File: src/rtl/mwee_pkg.sv
// Shared constants for the Microwire serial EEPROM master.
package mwee_pkg;

  // Default geometry of the attached part
  localparam int unsigned ADDRESS_BITS_DEF = 8;
  localparam int unsigned DATA_BITS_DEF    = 16;
  localparam int unsigned END_CLOCKS_DEF   = 5;

  // Fixed port widths
  localparam int unsigned ADDR_PORT_W = 8;
  localparam int unsigned DATA_PORT_W = 16;
  localparam int unsigned CFG_DATA_W  = 16;
  localparam int unsigned CFG_INDEX_W = 1;
  localparam int unsigned INTERVAL_W  = 16;
  localparam int unsigned LIMIT_W     = 8;

  // Configuration register indexes
  localparam logic [CFG_INDEX_W-1:0] CFG_POLL_INTERVAL = 1'd0;
  localparam logic [CFG_INDEX_W-1:0] CFG_POLL_LIMIT    = 1'd1;

  // Register reset values
  localparam logic [INTERVAL_W-1:0] POLL_INTERVAL_RST = 16'd1000;
  localparam logic [LIMIT_W-1:0]    POLL_LIMIT_RST    = 8'd100;

  // Command codes on the input channel
  localparam logic [1:0] OP_READ  = 2'd0;
  localparam logic [1:0] OP_WRITE = 2'd1;
  localparam logic [1:0] OP_RESET = 2'd2;
  localparam logic [1:0] OP_NONE  = 2'd3;

  // Frame codes: the four bits just below the start bit (two opcode bits and the top two address bits)
  localparam logic [3:0] CODE_READ  = 4'h8;
  localparam logic [3:0] CODE_WRITE = 4'h4;
  localparam logic [3:0] CODE_EWEN  = 4'h3;
  localparam logic [3:0] CODE_EWDS  = 4'h0;

  // Sections of a write command
  localparam logic [1:0] STG_ENABLE  = 2'd0;
  localparam logic [1:0] STG_WRITE   = 2'd1;
  localparam logic [1:0] STG_POLL    = 2'd2;
  localparam logic [1:0] STG_DISABLE = 2'd3;

endpackage

File: src/rtl/microwire_eeprom_master.sv
// Microwire serial EEPROM master: tick sequencer with registered result.
//
// Usage: every transaction on the input channel is one tick, one pin-change
// slot of the bit-banged Microwire bus. A tick carries a command offer
// (in_start_req, in_opcode, in_word_address, in_write_data) and the sampled
// EEPROM data line (in_data_out_pin). A command offer is taken only while
// the sequencer is idle; offers while busy, and opcode three, are dropped.
// Every accepted tick yields exactly one result transaction with the pin
// levels after that slot, busy and done flags, the last read word and the
// write timeout flag.
// The result is registered and sits in the output register from the cycle
// after the tick is accepted. Throughput: one tick per cycle while in_stall
// is low; the single output register stage loads in parallel with the state.
// Command length in ticks: a read takes 1 + 5 + 3*(A+3) + 1 + 3*D + 2 + 2*E
// (A address bits, D data bits, E end clocks); a write adds enable, poll and
// disable sections, the poll waiting poll_interval_r ticks before each clock.
// Stall: in_stall rises only while a result is held and out_stall is high,
// so a new tick is taken in the same cycle the held result drains.
// Reset (rst_n low, synchronous): sequencer idle, its pin registers low,
// counters, read word, timeout flag cleared; poll interval 1000, limit 100.
// Configuration writes take effect at once; issue them while idle.
module microwire_eeprom_master #(
  parameter int unsigned ADDRESS_BITS = mwee_pkg::ADDRESS_BITS_DEF,
  parameter int unsigned DATA_BITS    = mwee_pkg::DATA_BITS_DEF,
  parameter int unsigned END_CLOCKS   = mwee_pkg::END_CLOCKS_DEF
) (
  input  logic                                clk,
  input  logic                                rst_n,
  // configuration write port
  input  logic                                cfg_we,
  input  logic [mwee_pkg::CFG_INDEX_W-1:0]    cfg_index,
  input  logic [mwee_pkg::CFG_DATA_W-1:0]     cfg_wdata,
  // tick input channel
  input  logic                                in_valid,
  output logic                                in_stall,
  input  logic                                in_start_req,
  input  logic [1:0]                          in_opcode,
  input  logic [mwee_pkg::ADDR_PORT_W-1:0]    in_word_address,
  input  logic [mwee_pkg::DATA_PORT_W-1:0]    in_write_data,
  input  logic                                in_data_out_pin,
  // result channel
  output logic                                out_valid,
  input  logic                                out_stall,
  output logic                                out_chip_select,
  output logic                                out_serial_clock,
  output logic                                out_data_in_pin,
  output logic                                out_busy_res,
  output logic                                out_done_res,
  output logic [mwee_pkg::DATA_PORT_W-1:0]    out_read_data,
  output logic                                out_write_timed_out
);
  import mwee_pkg::*;

  localparam int unsigned FRAME_BITS   = ADDRESS_BITS + 3;
  localparam int unsigned RESET_CLOCKS = FRAME_BITS + DATA_BITS + END_CLOCKS;
  localparam int unsigned CNT_W        = $clog2(RESET_CLOCKS + 1);
  localparam int unsigned FIDX_W       = $clog2(FRAME_BITS);
  localparam int unsigned DIDX_W       = $clog2(DATA_BITS);

  typedef enum logic [3:0] {
    PH_IDLE, PH_CMD_PRE, PH_CMD_BITS, PH_CMD_POST, PH_RD_BITS, PH_WR_BITS,
    PH_END, PH_POLL_PRE, PH_POLL_WAIT, PH_POLL_CLK, PH_RST
  } phase_t;

  // configuration registers
  logic [INTERVAL_W-1:0]   poll_interval_r;
  logic [LIMIT_W-1:0]      poll_limit_r;

  // sequencer state
  phase_t                  phase_r, phase_nxt;
  logic [2:0]              sub_r, sub_nxt;
  logic [CNT_W-1:0]        cnt_r, cnt_nxt;
  logic [FRAME_BITS-1:0]   frame_r, frame_nxt;
  logic [DATA_BITS-1:0]    shift_r, shift_nxt;
  logic [LIMIT_W-1:0]      poll_cnt_r, poll_cnt_nxt;
  logic [INTERVAL_W-1:0]   interval_r, interval_nxt;
  logic [1:0]              held_r, held_nxt;
  logic [1:0]              stage_r, stage_nxt;
  logic [ADDRESS_BITS-1:0] addr_r, addr_nxt;
  logic                    cs_r, cs_nxt;
  logic                    sk_r, sk_nxt;
  logic                    di_r, di_nxt;
  logic [DATA_BITS-1:0]    read_word_r, read_word_nxt;
  logic                    timed_out_r, timed_out_nxt;
  logic                    busy, done;

  logic                                 accept;
  logic [ADDRESS_BITS+ADDR_PORT_W-1:0]  addr_wide;
  logic [ADDRESS_BITS-1:0]              addr_in;
  logic [FIDX_W-1:0]                    frame_idx;
  logic [DIDX_W-1:0]                    data_idx;
  logic [CNT_W-1:0]                     cnt_dec;

  function automatic logic [FRAME_BITS-1:0] build_frame(
    input logic [3:0]              code,
    input logic [ADDRESS_BITS-1:0] addr
  );
    logic [FRAME_BITS-1:0] f;
    f = (FRAME_BITS'(1) << (ADDRESS_BITS + 2))
      | (FRAME_BITS'(code) << (ADDRESS_BITS - 2))
      | FRAME_BITS'(addr);
    return f;
  endfunction

  // Output register frees in the same cycle it drains
  assign in_stall = out_valid && out_stall;
  assign accept   = in_valid && !in_stall;

  // Only the low ADDRESS_BITS of the address port reach the bus
  assign addr_wide = {ADDRESS_BITS'(0), in_word_address};
  assign addr_in   = addr_wide[ADDRESS_BITS-1:0];

  assign frame_idx = FIDX_W'(cnt_r - 1'b1);
  assign data_idx  = DIDX_W'(cnt_r - 1'b1);
  assign cnt_dec   = cnt_r - 1'b1;

  always_comb begin
    phase_nxt     = phase_r;
    sub_nxt       = sub_r;
    cnt_nxt       = cnt_r;
    frame_nxt     = frame_r;
    shift_nxt     = shift_r;
    poll_cnt_nxt  = poll_cnt_r;
    interval_nxt  = interval_r;
    held_nxt      = held_r;
    stage_nxt     = stage_r;
    addr_nxt      = addr_r;
    cs_nxt        = cs_r;
    sk_nxt        = sk_r;
    di_nxt        = di_r;
    read_word_nxt = read_word_r;
    timed_out_nxt = timed_out_r;
    busy          = 1'b1;
    done          = 1'b0;

    unique case (phase_r)
      PH_IDLE: begin
        busy = 1'b0;
        if (in_start_req && in_opcode != OP_NONE) begin
          busy      = 1'b1;
          held_nxt  = in_opcode;
          stage_nxt = STG_ENABLE;
          sub_nxt   = 3'd0;
          if (in_opcode == OP_READ) begin
            frame_nxt = build_frame(CODE_READ, addr_in);
            cnt_nxt   = CNT_W'(FRAME_BITS);
            phase_nxt = PH_CMD_PRE;
          end else if (in_opcode == OP_WRITE) begin
            // enable writes first; keep the address for the write frame
            shift_nxt     = in_write_data[DATA_BITS-1:0];
            timed_out_nxt = 1'b0;
            addr_nxt      = addr_in;
            frame_nxt     = build_frame(CODE_EWEN, '0);
            cnt_nxt       = CNT_W'(FRAME_BITS);
            phase_nxt     = PH_CMD_PRE;
          end else begin
            cnt_nxt   = CNT_W'(RESET_CLOCKS);
            phase_nxt = PH_RST;
          end
        end
      end

      PH_CMD_PRE: begin
        sub_nxt = sub_r + 3'd1;
        unique case (sub_r)
          3'd0: sk_nxt = 1'b0;
          3'd1: di_nxt = 1'b0;
          3'd2: cs_nxt = 1'b1;
          3'd3: sk_nxt = 1'b1;
          default: begin
            sk_nxt    = 1'b0;
            phase_nxt = PH_CMD_BITS;
            sub_nxt   = 3'd0;
          end
        endcase
      end

      PH_CMD_BITS, PH_WR_BITS: begin
        unique case (sub_r)
          3'd0: begin
            di_nxt  = (phase_r == PH_CMD_BITS) ? frame_r[frame_idx] : shift_r[data_idx];
            sub_nxt = 3'd1;
          end
          3'd1: begin
            sk_nxt  = 1'b1;
            sub_nxt = 3'd2;
          end
          default: begin
            sk_nxt  = 1'b0;
            sub_nxt = 3'd0;
            cnt_nxt = cnt_dec;
            if (cnt_r == CNT_W'(1)) begin
              if (phase_r == PH_CMD_BITS) begin
                phase_nxt = PH_CMD_POST;
              end else begin
                phase_nxt = PH_END;
                cnt_nxt   = CNT_W'(END_CLOCKS);
              end
            end
          end
        endcase
      end

      PH_CMD_POST: begin
        di_nxt  = 1'b0;
        sub_nxt = 3'd0;
        cnt_nxt = CNT_W'(DATA_BITS);
        if (held_r == OP_READ) begin
          shift_nxt = '0;
          phase_nxt = PH_RD_BITS;
        end else if (held_r == OP_WRITE && stage_r == STG_WRITE) begin
          phase_nxt = PH_WR_BITS;
        end else begin
          phase_nxt = PH_END;
          cnt_nxt   = CNT_W'(END_CLOCKS);
        end
      end

      PH_RD_BITS: begin
        unique case (sub_r)
          3'd0: begin
            sk_nxt  = 1'b1;
            sub_nxt = 3'd1;
          end
          3'd1: begin
            sk_nxt  = 1'b0;
            sub_nxt = 3'd2;
          end
          default: begin
            // sample the EEPROM data line after the falling edge
            shift_nxt = {shift_r[DATA_BITS-2:0], in_data_out_pin};
            sub_nxt   = 3'd0;
            cnt_nxt   = cnt_dec;
            if (cnt_r == CNT_W'(1)) begin
              read_word_nxt = {shift_r[DATA_BITS-2:0], in_data_out_pin};
              phase_nxt     = PH_END;
              cnt_nxt       = CNT_W'(END_CLOCKS);
            end
          end
        endcase
      end

      PH_END, PH_RST: begin
        unique case (sub_r)
          3'd0: begin
            di_nxt  = 1'b0;
            sub_nxt = 3'd1;
          end
          3'd1: begin
            cs_nxt  = 1'b0;
            sub_nxt = 3'd2;
          end
          3'd2: begin
            sk_nxt  = 1'b1;
            sub_nxt = 3'd3;
          end
          default: begin
            sk_nxt  = 1'b0;
            sub_nxt = 3'd2;
            cnt_nxt = cnt_dec;
            if (cnt_r == CNT_W'(1)) begin
              sub_nxt = 3'd0;
              if (phase_r == PH_RST) begin
                phase_nxt = PH_END;
                cnt_nxt   = CNT_W'(END_CLOCKS);
              end else if (held_r != OP_WRITE || stage_r == STG_DISABLE) begin
                phase_nxt = PH_IDLE;
                done      = 1'b1;
              end else begin
                // advance to the next section of the write command
                stage_nxt = stage_r + 2'd1;
                cnt_nxt   = CNT_W'(FRAME_BITS);
                unique case (stage_r)
                  STG_ENABLE: begin
                    frame_nxt = build_frame(CODE_WRITE, addr_r);
                    phase_nxt = PH_CMD_PRE;
                  end
                  STG_WRITE: phase_nxt = PH_POLL_PRE;
                  default: begin
                    frame_nxt = build_frame(CODE_EWDS, '0);
                    phase_nxt = PH_CMD_PRE;
                  end
                endcase
              end
            end
          end
        endcase
      end

      PH_POLL_PRE: begin
        unique case (sub_r)
          3'd0: begin
            cs_nxt  = 1'b1;
            sub_nxt = 3'd1;
          end
          3'd1: begin
            sk_nxt  = 1'b1;
            sub_nxt = 3'd2;
          end
          default: begin
            sk_nxt       = 1'b0;
            poll_cnt_nxt = poll_limit_r;
            interval_nxt = poll_interval_r;
            sub_nxt      = 3'd0;
            phase_nxt    = (poll_interval_r == '0) ? PH_POLL_CLK : PH_POLL_WAIT;
          end
        endcase
      end

      PH_POLL_WAIT: begin
        interval_nxt = interval_r - 1'b1;
        if (interval_r == INTERVAL_W'(1)) begin
          phase_nxt = PH_POLL_CLK;
          sub_nxt   = 3'd0;
        end
      end

      PH_POLL_CLK: begin
        unique case (sub_r)
          3'd0: begin
            sk_nxt  = 1'b1;
            sub_nxt = 3'd1;
          end
          3'd1: begin
            sk_nxt  = 1'b0;
            sub_nxt = 3'd2;
          end
          default: begin
            sub_nxt = 3'd0;
            if (in_data_out_pin) begin
              phase_nxt = PH_END;
              cnt_nxt   = CNT_W'(END_CLOCKS);
            end else if (poll_cnt_r != '0) begin
              // wait again before the next poll clock
              poll_cnt_nxt = poll_cnt_r - 1'b1;
              interval_nxt = poll_interval_r;
              phase_nxt    = (poll_interval_r == '0) ? PH_POLL_CLK : PH_POLL_WAIT;
            end else begin
              timed_out_nxt = 1'b1;
              phase_nxt     = PH_END;
              cnt_nxt       = CNT_W'(END_CLOCKS);
            end
          end
        endcase
      end

      default: begin
        phase_nxt = PH_IDLE;
      end
    endcase
  end

  // configuration registers
  always_ff @(posedge clk) begin
    if (!rst_n) begin
      poll_interval_r <= POLL_INTERVAL_RST;
      poll_limit_r    <= POLL_LIMIT_RST;
    end else if (cfg_we) begin
      unique case (cfg_index)
        CFG_POLL_INTERVAL: poll_interval_r <= cfg_wdata[INTERVAL_W-1:0];
        CFG_POLL_LIMIT:    poll_limit_r    <= cfg_wdata[LIMIT_W-1:0];
        default:           poll_limit_r    <= poll_limit_r;
      endcase
    end
  end

  // sequencer state: advance one slot per accepted transaction
  always_ff @(posedge clk) begin
    if (!rst_n) begin
      phase_r     <= PH_IDLE;
      sub_r       <= '0;
      cnt_r       <= '0;
      frame_r     <= '0;
      shift_r     <= '0;
      poll_cnt_r  <= '0;
      interval_r  <= '0;
      held_r      <= '0;
      stage_r     <= '0;
      addr_r      <= '0;
      cs_r        <= 1'b0;
      sk_r        <= 1'b0;
      di_r        <= 1'b0;
      read_word_r <= '0;
      timed_out_r <= 1'b0;
    end else if (accept) begin
      phase_r     <= phase_nxt;
      sub_r       <= sub_nxt;
      cnt_r       <= cnt_nxt;
      frame_r     <= frame_nxt;
      shift_r     <= shift_nxt;
      poll_cnt_r  <= poll_cnt_nxt;
      interval_r  <= interval_nxt;
      held_r      <= held_nxt;
      stage_r     <= stage_nxt;
      addr_r      <= addr_nxt;
      cs_r        <= cs_nxt;
      sk_r        <= sk_nxt;
      di_r        <= di_nxt;
      read_word_r <= read_word_nxt;
      timed_out_r <= timed_out_nxt;
    end
  end

  // result register: hold while stalled, drop valid once taken
  always_ff @(posedge clk) begin
    if (!rst_n) begin
      out_valid <= 1'b0;
    end else if (accept) begin
      out_valid <= 1'b1;
    end else if (!out_stall) begin
      out_valid <= 1'b0;
    end
  end

  always_ff @(posedge clk) begin
    if (accept) begin
      out_chip_select     <= cs_nxt;
      out_serial_clock    <= sk_nxt;
      out_data_in_pin     <= di_nxt;
      out_busy_res        <= busy;
      out_done_res        <= done;
      out_read_data       <= DATA_PORT_W'(read_word_nxt);
      out_write_timed_out <= timed_out_nxt;
    end
  end

endmodule
File: config.mk
export PLATFORM = sky130hd
export DESIGN_NAME = microwire_eeprom_master
export DESIGN_NICKNAME = d
export VERILOG_FILES = /design/src/rtl/mwee_pkg.sv /design/src/rtl/microwire_eeprom_master.sv
export SDC_FILE = /design/constraint.sdc
export NUM_CORES = 1
export LEC_CHECK = 0
export ABC_CLOCK_PERIOD_IN_PS = 3400
export BUFFER_PORTS_ARGS = -buffer_cell sky130_fd_sc_hd__buf_2
export CORE_ASPECT_RATIO = 1.2
export CORE_MARGIN = 5
export CORE_UTILIZATION = 54
export DETAILED_ROUTE_END_ITERATION = 16
export PLACE_DENSITY = 0.76
export SYNTH_ARGS = -nofsm -noshare
export SYNTH_HDL_FRONTEND = slang
export SYNTH_SLANG_ARGS = --single-unit
export TNS_END_PERCENT = 50
File: constraint.sdc
create_clock -name clk -period 3.4 [get_ports clk]
set_input_delay 0.34 -clock clk [delete_from_list [all_inputs] [get_ports clk]]
set_output_delay 0.34 -clock clk [all_outputs]
set_load 0.05 [all_outputs]
* After elaboration in Yosys (flattened, before gate mapping) *
Index checks and enable logic that the tools add are counted.

word-level totals
  flip-flop bits (word level) = 143

cells by class
  add/subtract/negate cells = 5
  $lt $le $gt $ge = 1
  equal/unequal tests = 43
  multiplexer cells = 111
  bitwise gates (word level) = 4
  reductions and logical operators = 41

operator list
  operator               count
  $mux 16                12
  $pmux 16 s3            2
  $mux 6                 15
  $mux 11                7
  $mux 4                 15
  $pmux 11 s2            2
  $ne 2x2->1 const B     20
  $pmux 4 s9             1
  $pmux 6 s6             1
  $mux 8                 4
  $mux 3                 7
  $mux 1                 20
  $pmux 3 s6             1
  $eq 16x1->1 const B    1
  $eq 4x3->1 const B     4
  $logic_not 16->1       1
  $mux 2                 8
  $pmux 8 s2             1
  $sub 16x1->16 const B  1
  $reduce_and 7->1       2
  $eq 4x4->1 const B     3
  $reduce_and 12->1      1
  $reduce_and 6->1       2
  $reduce_bool 6->1      2
  42 further kinds       72

* Longest topological paths before layout *
Gate-level depths: netlist of the first run.

  word-level depth = 7
  mapped depth = 11

* Worst setup path after synthesis of the first run *
No wires, ideal clock.

  path type = reg2reg
  from = reg cnt_r[0]
  to = reg out_data_in_pin (data pin)
  setup time = 262 ps
  arrival time = 2962 ps
  required time = 3138 ps
  setup slack = 176 ps
  stages on the path, launching flop included = 12
  clock period less this slack = 3224 ps
  cell sequence = dfxtp_1 -> clkbuf_1 -> clkbuf_1 -> inv_1 -> ha_1 -> clkbuf_1 -> mux4_2 -> o21ai_0 -> a211oi_1 -> or4_1 -> nand2_1 -> nand2_1

on the way
  cells in the longest elaborated chain, start to end = 6

RTL lines
  element                       line                            RTL
  from (decl)                   microwire_eeprom_master.sv:72   logic [CNT_W-1:0] cnt_r, cnt_nxt;
  from (signal assigned)        microwire_eeprom_master.sv:388  cnt_r <= cnt_nxt;
  $sub 6x1->6 (*)               n/a
  $bmux 1 s4                    microwire_eeprom_master.sv:181  di_nxt = (phase_r == PH_CMD_BITS) ? frame_r[frame_idx] : shift_r[data_idx];
  $mux 1 (implied by the code)  microwire_eeprom_master.sv:181
  $mux 1 (*)                    microwire_eeprom_master.sv:181
  $mux 1 (*)                    microwire_eeprom_master.sv:179  unique case (sub_r)
  $pmux 1 s4 (*)                microwire_eeprom_master.sv:136  unique case (phase_r)
  named net di_nxt              microwire_eeprom_master.sv:82   logic di_r, di_nxt;
  to (signal assigned)          microwire_eeprom_master.sv:419  out_data_in_pin <= di_nxt;
  to (decl)                     microwire_eeprom_master.sv:46   output logic out_data_in_pin,

The timed path passes the listed nets; every way through them passes the cells marked *. The select of a mux whose other input is x is not followed.
A chain may end at the register's enable or synchronous reset.

* Final worst setup path of the first run *
  from = reg phase_r[2]
  to = reg frame_r[3]

on the way
  cells in the longest elaborated chain, start to end = 4

RTL lines
  element                                                                  line                                                            RTL
  from (decl)                                                              microwire_eeprom_master.sv:70                                   phase_t phase_r, phase_nxt;
  from (signal assigned)                                                   microwire_eeprom_master.sv:386                                  phase_r <= phase_nxt;
  $eq 4x4->1 / $eq 4x3->1 (equally long branches)                          microwire_eeprom_master.sv:136, microwire_eeprom_master.sv:263
  $reduce_or 2->1                                                          microwire_eeprom_master.sv:136
  $ne 2x2->1 (no source line) / $reduce_bool 2->1 (equally long branches)  n/a
  $reduce_and 9->1 (no source line)                                        n/a
  to (signal assigned)                                                     microwire_eeprom_master.sv:389                                  frame_r <= frame_nxt;
  to (decl)                                                                microwire_eeprom_master.sv:73                                   logic [FRAME_BITS-1:0] frame_r, frame_nxt;

Parallel ways exist; a longest one is shown, timed or not.

==> summary.md, run 1 <==
| Metric | Value |
|---|---|
| Yosys Warn Count | `0` |
| Post CTS Setup Buffer Count | `0` |
| Fin. Hold Viols | `0` |
| Post-synth cell types | `73` |
| Internal Power | `3.57 mW` |
| Vias in the first global route | `6990` |
| DRC Markers | `0` |
| CTS sink count | `143` |
| Reg power frac | `0.363` |
| Max Cap Viol | `0` |
| DRT antenna net count | `0` |
| Post-layout util | `0.628` |
| ANT cells | `0` |
| Multi-input gate area | `~4300 um^2` |
| Pwr Density | `640 nW/um^2` |
| Most common cell after layout, fill and taps aside | `nand2_1` |
| Chip height | `141 um` |
| Share of post-route cells with drive strength above 1 | `0.175` |
| Setup slack, reg-to-reg | `430 ps` |
| GRT Util Overall | `0.251` |
| Static Leak | `approximately 3.5 nW` |
| Worst path cell trace | `buf_4, nor4_1, nand3_1, o31ai_1, o2111a_1, nor2_1, a211oi_1` |
| First-pass GRT wire length | `about 34 mm` |
| Data arrival time of the worst path | `roughly 3300 ps` |
| XOR/XNOR share of the synthesized area | `0.00791` |
| Compound-gate portion of the synthesized area | `0.235` |
| Slew Viols, Final | `0` |
| Via-per-instance ratio | `between 6 and 7` |
| CP Class | `register to register` |
| Slew headroom | `0.251` |
| Final Cycle Share | `0.875` |
| CTS tree | `yes` |
| Net Sw Power | `roughly 2.2 mW` |
| DR WL/cell | `about 18 um` |
| Final Skew | `8.72 ps` |
| Root Buffer Master | `clkbuf_16` |
| Critical Path RT | `about 3700 ps` |
| Post-synthesis mux area share | `0.0666` |
| Type of destination of the critical path | `register` |
| Core area | `14200 um^2` |
| Post-synthesis adder-cell area fraction | `0.0210` |
| Commonest non-fill, non-tap cells in the layout | `nand2_1, dfxtp_1, nor2_1` |
| Fill cell count | `approximately 1.3k` |
| Seq/Total Area, Yosys | `0.398` |
| EDFF count, synth | `22` |
| Cts hold-fix bufs | `0` |
| Mapped cell area | `approximately 7800 um^2` |
| Nets | `~1.1k` |
| # H-tree levels | `4` |
| Grt ovf | `0` |
| Endpoints failing setup | `0` |
| Worst slew pin tran | `roughly 1100 ps` |
| Max IR drop VDD | `348 uV` |
| Detailed placer's ending HPWL | `about 15 mm` |
| Clock power share | `0.297` |
| Syn nets | `1007` |
| Clk_lat worst skew | `roughly 430 ps` |
| Sw Ratio | `0.376` |
| DR iter-0 viols | `575` |
| Storage cell area | `around 3100 um^2` |
| Simple-gate share of the synthesized area | `0.228` |
| Pre-Repair DR Iteration Count | `5` |
| Max Root-Sink Buffers | `2` |
| Die W | `~120 um` |
| Status | `finished clean` |
| Post-CTS Resized | `0` |
| Max Freq | `roughly 0.34 GHz` |
| Routability congestion estimate | `0.978` |
| Die Area | `roughly 17000 um^2` |
| Hold WC Path Type | `primary input to register` |
| Starting Density | `0.545` |
| Top-level I/O count | `74` |
| Largest net degree at the start of global routing | `between 40 and 50` |
| Vias post-DR | `7278` |
| CP Max Fanout | `22` |
| CTS buffer count | `17` |
| P&R area growth vs syn | `15.3%` |
| Post-route minimum period | `2970 ps` |
| RSZ-0062 raised after global routing | `false` |
| Port Buffers | `73` |
| Initial antenna violation count | `0` |
| Rows | `48` |
| WHS | `roughly 120 ps` |
| Total Routed Length | `between 20 and 25 mm` |
| CP Launch Type | `register` |
| Main flop type after synthesis | `dfxtp_1` |
| Setup TNS | `0 ps` |
| Highest-delay cell along the critical path | `o2111a_1` |
| Asr flop ratio synth | `0` |
| FF+latch count, synth | `approximately 140` |
| Max incr delay on CP | `approximately 660 ps` |
| Post-Syn Instances | `approximately 940` |
| Comb pwr share | `0.340` |
| Main combinational cell family by area after synthesis | `compound AO/OA/AOI/OAI gates` |
| Clk slew on worst S/H paths | `60 ps` |
| Avg Cell Area, Syn | `about 8.2 um^2` |
==> state kept, by name (all words and copies together) (netlist names), 2 cells and up <==
register         flops
phase_r              4
poll_limit_r         8
poll_cnt_r           8
stage_r              2
sub_r                3
interval_r          16
shift_r             16
frame_r             11
out_read_data       16
read_word_r         16
addr_r               8
cnt_r                6
poll_interval_r     16
held_r               2
==> stage by stage <==
step,cell area [um^2],power (mW),instances,setup WS (ps)
3_5_place_dp,8400,4.03,1163,444
5_1_grt,8940,6.04,1195,126
4_1_cts,8940,5.74,1195,439
6_report,8940,5.73,1195,427
3_3_place_gp,8400,4.03,1163,596
2_1_floorplan,7750,3.44,944,176
==> final cells by class <==
class	instances	share of cell area
inverters	19	0.00798
multi-input cells	712	0.486
well taps	175	0.0245
clock inverters	13	0.0115
flip-flops and latches	143	0.345
repair buffers	114	0.0767
clock buffers	19	0.0484
==> cells in the mapped netlist (all sizes together), types with 4 or more instances <==
| cell type | number | area (um^2) |
|---|---|---|
| nand4 | 4 | 40.0 |
| nand2b | 15 | 93.8 |
| o31ai | 12 | 104 |
| nor4 | 10 | 62.6 |
| a21oi | 81 | 409 |
| nor4b | 4 | 35.0 |
| or4 | 6 | 48.8 |
| a221oi | 4 | 35.0 |
| o22ai | 4 | 25.0 |
| o2bb2ai | 4 | 35.0 |
| buf | 9 | 37.5 |
| nand2 | 127 | 477 |
| xor2 | 5 | 43.8 |
| a32oi | 7 | 61.3 |
| and2 | 6 | 37.5 |
| inv | 19 | 71.3 |
| a21boi | 4 | 30.0 |
| ha | 13 | 163 |
| o21bai | 5 | 37.5 |
| dfxtp | 121 | 2420 |
| nor2 | 100 | 375 |
| nor2b | 13 | 81.3 |
| a22oi | 21 | 158 |
| mux2i | 19 | 190 |
| o21a | 4 | 30.0 |
| edfxtp | 22 | 661 |
| o211ai | 9 | 67.6 |
| nor3 | 19 | 95.1 |
| mux4 | 6 | 135 |
| nand3 | 44 | 220 |
| mux2 | 17 | 191 |
| clkbuf | 61 | 229 |
| a31oi | 4 | 25.0 |
| a211oi | 31 | 233 |
| nor3b | 8 | 60.1 |
| o21ai | 53 | 265 |
==> metal layers <==
metal	vias to the layer above	part of all wire	GRT usage
met3	67	0.054	0.0554
li1	3586	-	-
met4	0	0.043	0.131
met1	3397	0.40	0.285
met2	228	0.50	0.441
met5	-	0	0
==> worst max-delay path, delay by kind of cell (launching register included) <==
family          cells  cell delay (ps)
compound gates      3             1060
simple gates        3              990
flops               1              540
buf+inv             1              280
==> power groups by stage <==
stage / logic [mW] / registers (mW) / clock network, mW
final: 1.95 / 2.08 / 1.70
after global placement: 1.92 / 2.10 / 0
after floorplan: 1.35 / 2.10 / 0
after CTS: 1.94 / 2.07 / 1.74
after global routing: 2.13 / 2.10 / 1.81
after detailed placement: 1.92 / 2.11 / 0
==> final timing paths <==
kind                                           to               startpoint  cells after the start
hold reg to reg           frame_r[9]$_SDFFE_PN0P_  frame_r[9]$_SDFFE_PN0P_                      2
setup / recovery          frame_r[3]$_SDFFE_PN0P_  phase_r[2]$_SDFFE_PN0P_                      7
hold / removal    poll_interval_r[9]$_SDFFE_PN1P_             cfg_wdata[9]                      3
setup reg to reg          frame_r[3]$_SDFFE_PN0P_  phase_r[2]$_SDFFE_PN0P_                      7
==> cells by family (layout without fill, tap and decap cells) <==
logic type,count (synthesis),after routing
compound gates,277,277
flops,143,143
simple gates,373,373
xor+xnor,7,7
mux,42,42
buf+inv,89,165
fa+ha+maj,13,13
Note: power is estimated with default switching activity, not from simulation.
==> inputs of run 2 (changes only) <==
CORE_UTILIZATION = 45   (was 54)
PLACE_DENSITY = 0.65   (was 0.76)
==> run 2 against run 1 <==
Clock power up 4%. Via count about the same. Sequential cell count is the same. Largest power group unchanged. Highest routed layer is now met5.
==> summary.md, run 2 (synthesis gave the netlist of run 1 again) <==
| Metric | Value |
|---|---|
| Status | `finished clean` |
| Core area | `16900 um^2` |
| Final Skew | `13.6 ps` |
| Post-route minimum period | `roughly 2900 ps` |
| Static Leak | `roughly 3.5 nW` |
| Worst path cell trace | `nor4_1, nand3_1, o31ai_1, o2111a_1, nor2_1, a211oi_1` |
| Type of destination of the critical path | `register` |
| CTS buffer count | `17` |
| CP Launch Type | `register` |
| Starting Density | `0.458` |
| Slew Viols, Final | `0` |
| Max Root-Sink Buffers | `2` |
| Top-level I/O count | `74` |
| CP Max Fanout | `22` |
| GRT Util Overall | `0.216` |
| DRT antenna net count | `0` |
| Total Routed Length | `21.5 mm` |
| Pre-Repair DR Iteration Count | `5` |
| Number of buffers and inverters on the critical path | `0` |
| CP Class | `register to register` |
| DR iter-0 viols | `just over 500` |
| Vias in the first global route | `7053` |
| Setup TNS | `0 ps` |
| Vias post-DR | `~7.3k` |
| Port Buffers | `73` |
| P&R area growth vs syn | `15.8%` |
| Initial antenna violation count | `2` |
| Routability congestion estimate | `about 1` |
| Hold WC Path Type | `primary input to register` |
| First-pass GRT wire length | `35.3 mm` |
| Fin. Hold Viols | `0` |
| Via-per-instance ratio | `approximately 5.9` |
| Multi-input gate area | `around 4300 um^2` |
| Nets | `about 1.1k` |
| ANT cells | `0` |
| Critical path's top delay family | `simple AND/OR/NAND/NOR gates` |
| Detailed placer's ending HPWL | `15.2 mm` |
| Post-CTS Resized | `0` |
| Clk_lat worst skew | `430 ps` |
| Final Cycle Share | `0.858` |
| Rows | `52` |
| Final cell count without fillers | `1233` |
| Root Buffer Master | `clkbuf_16` |
| Most common cell after layout, fill and taps aside | `nand2_1` |
| Highest-delay cell along the critical path | `nor4_1` |
| Die Area | `20000 um^2` |
| Slew headroom | `0.323` |
| Largest net degree at the start of global routing | `between 60 and 70` |
| DR WL/cell | `around 17 um` |
| Cts hold-fix bufs | `0` |
| CTS sink count | `around 140` |
| Post CTS Setup Buffer Count | `0` |
| Setup slack, reg-to-reg | `about 480 ps` |
| Max IR drop VDD | `approximately 390 uV` |
| Commonest non-fill, non-tap cells in the layout | `nand2_1, dfxtp_1, nor2_1` |
| Worst slew pin tran | `around 1000 ps` |
| CTS tree | `yes` |
| Share of post-route cells with drive strength above 1 | `0.175` |
| DP Cell Count | `1201` |
| Die W | `between 100 and 150 um` |
| Data arrival time of the worst path | `3250 ps` |
| # H-tree levels | `4` |
| Chip height | `154 um` |
| Max Freq | `0.343 GHz` |
| Max incr delay on CP | `between 800 and 900 ps` |
| Post-layout util | `0.531` |
| Max Cap Viol | `0` |
| Grt ovf | `0` |
| DRC Markers | `0` |
| Critical Path RT | `approximately 3700 ps` |
| Storage cell area | `between 3000 and 4000 um^2` |
| Fill cell count | `approximately 1.7k` |
| Clk slew on worst S/H paths | `~60 ps` |
| Endpoints failing setup | `0` |
| Pwr Density | `approximately 640 nW/um^2` |
| RSZ-0062 raised after global routing | `false` |
==> run 2: routing by layer <==
layer  track usage  part of all wire  vias up  wire length, um
li1              -                 -     3578                -
met1         0.264              0.41     3415             8750
met2         0.376              0.51      243            10900
met3        0.0434             0.059       40             1260
met4        0.0743             0.026        4              549
met5             0           0.00084        -               18
==> run 2: worst register-to-register path: cells and delay by family (launching register included) <==
kind	cells	cell delay, ps
AOI/OAI and AO/OA	3	1110
DFF	1	520
and+or+nand+nor	3	1220
==> run 2: report_power, final <==
| group | switching, mW | internal, mW | leakage [nW] | total [mW] |
|---|---|---|---|---|
| registers | 0.187 | 1.88 | 1.20 | 2.07 |
| logic | 1.23 | 0.730 | 2.00 | 1.96 |
| clock network | 0.801 | 0.957 | 0.276 | 1.76 |
| total | 2.22 | 3.57 | 3.48 | 5.78 |
==> run 2: through the flow <==
stage	total power, mW	setup WS, ps	cell area, um^2	hold WS (ps)
final	5.78	484	8980	131
after global routing	6.11	129	8980	138
after CTS	5.80	507	8980	115
after detailed placement	4.03	534	8430	451
after global placement	4.02	611	8430	444
after floorplan	3.44	176	7750	431
==> run 2: cell type report <==
class	instances	share of cell area
multi-input cells	712	0.484
flip-flops and latches	143	0.343
repair buffers	111	0.0738
clock buffers	17	0.0474
well taps	216	0.0301
clock inverters	15	0.0137
inverters	19	0.00794
==> run 2: worst paths after layout <==
kind	from	endpoint	cells after the start
worst max-delay path	phase_r[1]$_SDFFE_PN0P_	frame_r[5]$_SDFFE_PN0P_	6
worst min-delay path	cfg_wdata[8]	poll_interval_r[8]$_SDFFE_PN1P_	3
worst max register to register	phase_r[1]$_SDFFE_PN0P_	frame_r[5]$_SDFFE_PN0P_	6
worst min register to register	cs_r$_SDFFE_PN0P_	cs_r$_SDFFE_PN0P_	2
